## src/design/ptc_pkg.sv

```systemverilog
// Shared types, constants and arithmetic helpers for the pressure/temperature
// compensation core. No dependencies.
package ptc_pkg;

  localparam int ADDR_W        = 5;
  localparam int DATA_W        = 64;
  localparam int FRONT_STAGES  = 12;
  localparam int DIV_BITS      = 64;
  localparam int BACK_STAGES   = DIV_BITS + 8;
  localparam int QUEUE_DEPTH   = 4;

  localparam logic [63:0] TF_OFFSET       = 64'd128000;
  localparam logic [63:0] PRESS_FULLSCALE = 64'd1048576;
  localparam logic [63:0] PRESS_SCALE     = 64'd3125;
  localparam logic [63:0] V1_BIAS         = 64'h0000_8000_0000_0000;  // 2^47

  typedef enum logic [1:0] {
    REG_TEMP_CALIB  = 2'd0,
    REG_PRESS_LOW   = 2'd1,
    REG_PRESS_HIGH  = 2'd2,
    REG_PRESS_LAST  = 2'd3
  } reg_idx_t;

  typedef struct packed {
    logic [15:0] t1;
    logic [15:0] t2;
    logic [15:0] t3;
    logic [15:0] p1;
    logic [15:0] p2;
    logic [15:0] p3;
    logic [15:0] p4;
    logic [15:0] p5;
    logic [15:0] p6;
    logic [15:0] p7;
    logic [15:0] p8;
    logic [15:0] p9;
  } calib_t;

  // one item handed from front to back
  typedef struct packed {
    logic [31:0] temp;
    logic [63:0] num;
    logic [31:0] den;
    logic        inv;
  } qitem_t;

  typedef struct packed {
    logic full;
    logic empty;
  } qstat_t;

  // partial products of a 64x64 multiply, low 64 bits kept
  typedef struct packed {
    logic [63:0] lo;
    logic [31:0] cr;
  } pp_t;

  function automatic pp_t pp_mul(input logic [63:0] a, input logic [63:0] b);
    pp_t r;
    r.lo = 64'(a[31:0]) * 64'(b[31:0]);
    r.cr = 32'(a[31:0] * b[63:32]) + 32'(a[63:32] * b[31:0]);
    return r;
  endfunction

  function automatic logic [63:0] pp_sum(input pp_t p);
    return p.lo + {p.cr, 32'b0};
  endfunction

  function automatic logic [63:0] sx64(input logic [15:0] v);
    return {{48{v[15]}}, v};
  endfunction

  function automatic logic [31:0] sx32(input logic [15:0] v);
    return {{16{v[15]}}, v};
  endfunction

endpackage

```

## src/design/ptc_queue.sv

```systemverilog
// Small register FIFO between the front and back pipelines.
// Depends on ptc_pkg.
module ptc_queue #(
  parameter int DEPTH = ptc_pkg::QUEUE_DEPTH
) (
  input  logic            clk,
  input  logic            rst,
  input  logic            push,
  input  ptc_pkg::qitem_t push_item,
  input  logic            pop,
  output ptc_pkg::qitem_t head,
  output ptc_pkg::qstat_t stat
);
  import ptc_pkg::*;

  localparam int PW = $clog2(DEPTH);
  localparam int CW = $clog2(DEPTH + 1);

  qitem_t        mem [0:DEPTH-1];
  logic [PW-1:0] wptr, rptr;
  logic [CW-1:0] count;

  assign head       = mem[rptr];
  assign stat.full  = (count == CW'(DEPTH));
  assign stat.empty = (count == '0);

  always_ff @(posedge clk) begin
    if (push) begin
      mem[wptr] <= push_item;
    end
  end

  always_ff @(posedge clk) begin
    if (rst) begin
      wptr  <= '0;
      rptr  <= '0;
      count <= '0;
    end else begin
      if (push) begin
        wptr <= (wptr == PW'(DEPTH - 1)) ? '0 : wptr + 1'b1;
      end
      if (pop) begin
        rptr <= (rptr == PW'(DEPTH - 1)) ? '0 : rptr + 1'b1;
      end
      if (push && !pop) begin
        count <= count + 1'b1;
      end else if (pop && !push) begin
        count <= count - 1'b1;
      end
    end
  end

endmodule

```

## config.mk

```make
export PLATFORM = sky130hd
export DESIGN_NAME = ptc_queue
export DESIGN_NICKNAME = d
export VERILOG_FILES = /design/src/design/ptc_pkg.sv /design/src/design/ptc_queue.sv
export SDC_FILE = /design/constraint.sdc
export NUM_CORES = 1
export LEC_CHECK = 0
export BUFFER_PORTS_ARGS = -buffer_cell sky130_fd_sc_hd__buf_2
export CORE_MARGIN = 2
export CORE_UTILIZATION = 45
export DETAILED_ROUTE_END_ITERATION = 7
export HOLD_SLACK_MARGIN = 0.06
export PLACE_DENSITY_LB_ADDON = 0.12
export SYNTH_ARGS = -nofsm -noshare
export SYNTH_HDL_FRONTEND = slang
export SYNTH_SLANG_ARGS = --single-unit
```

## constraint.sdc

```tcl
create_clock -name clk -period 6.3 [get_ports clk]
set_clock_uncertainty 0.05 [all_clocks]
set_input_delay 0.63 -clock clk [delete_from_list [all_inputs] [get_ports clk]]
set_output_delay 0.63 -clock clk [all_outputs]
set_load 0.02 [all_outputs]
```

# --- Word-level counts from Yosys, hierarchy flattened ---
# Memory sizes are Yosys's and may differ from the RTL's. A register that Yosys moved wholly into a read port is not among the register bits.
# Index checks and enable logic that the tools add are counted.
# Widths: inputs -> output; s select.
word_totals:
  input_bits: 133
  ff_bits: 7
  ram_bits: 516
  wordCells: 25
  rom_bits: 0
  output_inout_bits: 131
  mem_count: 1
  latchBits: 0
memory_table:
  columns: ["name", "depth", "word_bits", "rd", "rd_clocked_by_memory_dff", "write_ports", "line", "source"]
  rows:
  - ["mem", 4, 129, 1, 1, 1, "ptc_queue.sv:19", "qitem_t mem [0:DEPTH-1];"]
op_classes:
  addsub: 4
  order_cmp: 0
  shifts: 0
  bitwise_logic: 0
  n_div: 0
  reduce_logical: 6
  eq_ne: 3
  mux: 8
  mul: 0
op_table:
  columns: ["cell", "n"]
  rows:
  - ["$mux 2", 4]
  - ["$mux 3", 2]
  - ["$add 2x1->2 const B", 2]
  - ["$eq 2x2->1 const B", 2]
  - ["$add 3x1->3 const B", 1]
  - ["$eq 3x3->1 const B", 1]
  - ["$logic_not 3->1", 1]
  - ["$sub 3x1->3 const B", 1]
  - ["$logic_and 1x1->1", 2]
  - ["$logic_not 1->1", 2]
  - ["$mux 1", 2]
  - ["$reduce_bool 2->1", 1]

# --- Logic depth before layout (Yosys ltp) ---
logic_depth:
  depth_word: 4
  ltp_mapped: 7
  depth_no_buf: 7

# --- Least setup slack after synthesis ---
# Ideal clock, no wire load.
synth_path:
  kind: "input port to flip-flop"
  from: "input port push"
  to: "memory mem[0][0] (netlist bit) (enable)"
  stages: 1
  path_slack_ps: 2162
  required_time_ps: 5747
  arrival_ps: 3585
  setup_ps: 503
  n_path_buf: 0
  cell_sequence: "and2_1"
synth_via:
  elab_chain_cells: 2
synth_lines:
  columns: ["element", "line", "source"]
  rows:
  - ["start: declaration", "ptc_queue.sv:8", "input logic push,"]
  - ["$mux 1", "ptc_queue.sv:28", "if (push) begin"]
  - ["$mux 1 (implied by the code)", "ptc_queue.sv:29", "mem[wptr] <= push_item;"]
  - ["end: declaration", "ptc_queue.sv:19", null]
# Every way passes these cells.

==> summary.md <==
| Metric | Value |
|---|---|
| Fmax achieved | 0.300 GHz |
| VDD IR max | 0.289 mV |
| Startpoint Class | flip-flop |
| Critical path fanouts, max | 67 |
| Die H | 210 um |
| Detailed-route via count | 8410 |
| Slew @ Worst Pin | 1.15 ns |
| Placer congestion estimate | 0.720 |
| Register Area | 15700 um^2 |
| TritonCTS clock tree | done |
| Final worst-path cycle share | 52.8% |
| Global Route Usage Sum | 16.3% |
| Min cycle time layout | 3.33 ns |
| Filler cell count | 3164 |
| RSZ-0062 raised after global routing | false |
| Final WL | 35500 um |
| Cts repair resizes | 0 |
| Worst Path Arrival | 2.65 ns |
| Die Wd | 210 um |
| Num rows | 75 |
| Starting density of the core | 45.5% |
| YS warnings | 0 |
| Final #Nets | 1158 |
| Power Density | 353 nW/um^2 |
| Yosys top cell area share | 81.3% |
| WL/cell | 22.1 um |
| DR iter-0 viols | 430 |
| Clock slew at reported path FFs | 0.06 ns |
| Pleak | 7.67 nW |
| Register area share after synthesis | 82.2% |
| Outcome | finished clean |
| Synthesized area | 19100 um^2 |
| Critical path type | flip-flop to output port |
| Setup_tns | 0 ns |
| Io pins | 264 |
| CTS Sinks | 525 |
| Initial antenna violation count | 12 |
| Core area | 41900 um^2 |
| Synthesized area per cell | 26.6 um^2 |
| Synth area leaders | edfxtp_1 (81%), mux4_2 (15%), dfxtp_1 (0.95%), buf_6 (0.77%), ha_1 (0.39%) |
| Final Max Tran Viols | 0 |
| Class of the worst hold path | input port to flip-flop |
| Most common cell in the netlist | edfxtp_1 |
| Rel. slew slack | 23.6% |
| CTS Buf Count | 53 |
| Share of cells above drive strength 1 | 46.3% |
| Metal2 WL | 16900 um |
| Hold Vio Cnt, Final | 0 |
| Dominant cell type by area after synthesis | edfxtp_1 |
| Latest clock arrival within the worst-skew pair | 0.57 ns |
| Top post-synthesis cells by count | edfxtp_1 (516), mux4_2 (129), buf_6 (13), buf_2 (9), dfxtp_1 (9) |
| DR pass1 iterations | 4 |
| Netlist cell types | 19 |
| Vias per inst | 5.24 |
| Multi-input gate area | 3160 um^2 |
| Clock buffer depth | 3 |
| Wire length of the first global-routing pass | 53400 um |
| Clock tree root buffer cell | clkbuf_16 |
| Met3 wire len | 2870 um |
| Hold path depth | 1 |
| Port bufs | 263 |
| Largest net degree at the start of global routing | 83 |
| # setup viols final | 0 |
| Post CTS Setup Buffer Count | 0 |
| Depth of the CTS H-tree | 2 |
| M1 WL | 15000 um |
| Flops & latches, synth | 525 |
| Highest routed layer | met5 |
| Detail Route Antenna Nets | 0 |
| Crit. End Element | output port |
| Syn Nets | 857 |
| Final Cell Area | 22900 um^2 |
| Utilization of the core after routing | 54.6% |
| CP required | 5.62 ns |
| DR DRC count | 0 |
| Final hold slack | 0.202 ns |
| Max-cap violation count | 0 |
| Cells on worst reg2reg path | 4 |
| EDFF count, synth | 516 |
| CTS Hold Bufs | 0 |
| Synth async-reset ratio | 0% |
| Overflow left after global routing | 0 |
| Die area | 44000 um^2 |
| Synth-to-layout area growth | 19.9% |
| Top FF cell, synth | edfxtp_1 |
| Cells after synthesis | 717 |
| Placed inst area | 21000 um^2 |
| Hpwl dp | 20500 um |
| Vias in the first global route | 8697 |
[worst max-delay path, cell delays in order, from the launching register on]
cell	delay [ns]
dfxtp_4	1.02
buf_12	0.44
mux4_2	0.38
buf_2	0.18
[registers in the layout, indices dropped and copies added, names as in the netlist, named ones only]
| register | cells |
|---|---|
| rptr | 2 |
| mem | 516 |
| wptr | 2 |
| count | 3 |
[logic make-up after synthesis]
family	Yosys count	synth area share, %
compound gates	3	0.0787
xor+xnor	2	0.0919
fa+ha+maj	7	0.499
buf+inv	32	1.24
flops	525	82.2
mux	133	15.5
simple gates	15	0.407
[where the power goes]
part / switching (W) / internal, W
clock: 0.00127 / 0.00205
sequential: 0.0000482 / 0.00400
combinational: 0.000425 / 0.000280
total: 0.00174 / 0.00633
[layout make-up]
cell class / count / area share [%]
diodes: 5 / 0.0548
multi-input cells: 160 / 13.8
inverters: 4 / 0.0657
clock buffers: 66 / 6.38
well taps: 539 / 2.95
flip-flops and latches: 525 / 68.6
clock inverters: 33 / 1.86
repair buffers: 274 / 6.23
[layer usage]
metal	up-vias	track usage, %
met5	-	0
met4	14	4.96
met3	61	5.99
met2	243	25.2
met1	4373	21.9
li1	3719	-
[metrics by stage]
stage,power (W),setup WS [ns],instances
final,0.00807,2.97,1606
after global routing,0.00837,2.81,1602
after CTS,0.00818,2.82,1601
after detailed placement,0.00485,3.45,1502
after global placement,0.00484,3.44,1502
after floorplan,0.00458,2.16,717
[cell usage in the layout, fill, tap and decap left out, types with 4 or more instances in the layout]
master,Yosys,routed
edfxtp_1,516,516
clkinv_1,0,9
inv_1,4,4
buf_2,9,263
mux2i_1,4,4
clkbuf_16,0,55
clkbuf_1,4,7
and2_4,0,4
clkinv_2,0,7
ha_1,6,6
diode_2,0,5
bufinv_16,0,10
nor2_1,7,7
buf_4,2,9
clkbuf_8,0,4
clkinvlp_4,0,5
dfxtp_1,9,7
mux4_2,129,129
[final timing paths]
path	startpoint	to	slack [ns]
setup / recovery	flip-flop	head[38]	2.97
hold / removal	push_item[70]	mem[0][70]$_DFFE_PP_	0.20
setup reg to reg	wptr[0]$_SDFFE_PP0P_	mem[2][45]$_DFFE_PP_	3.84
hold reg to reg	count[2]$_SDFFE_PP0P_	count[2]$_SDFFE_PP0P_	0.46
Power figures use the tool's default switching activity.
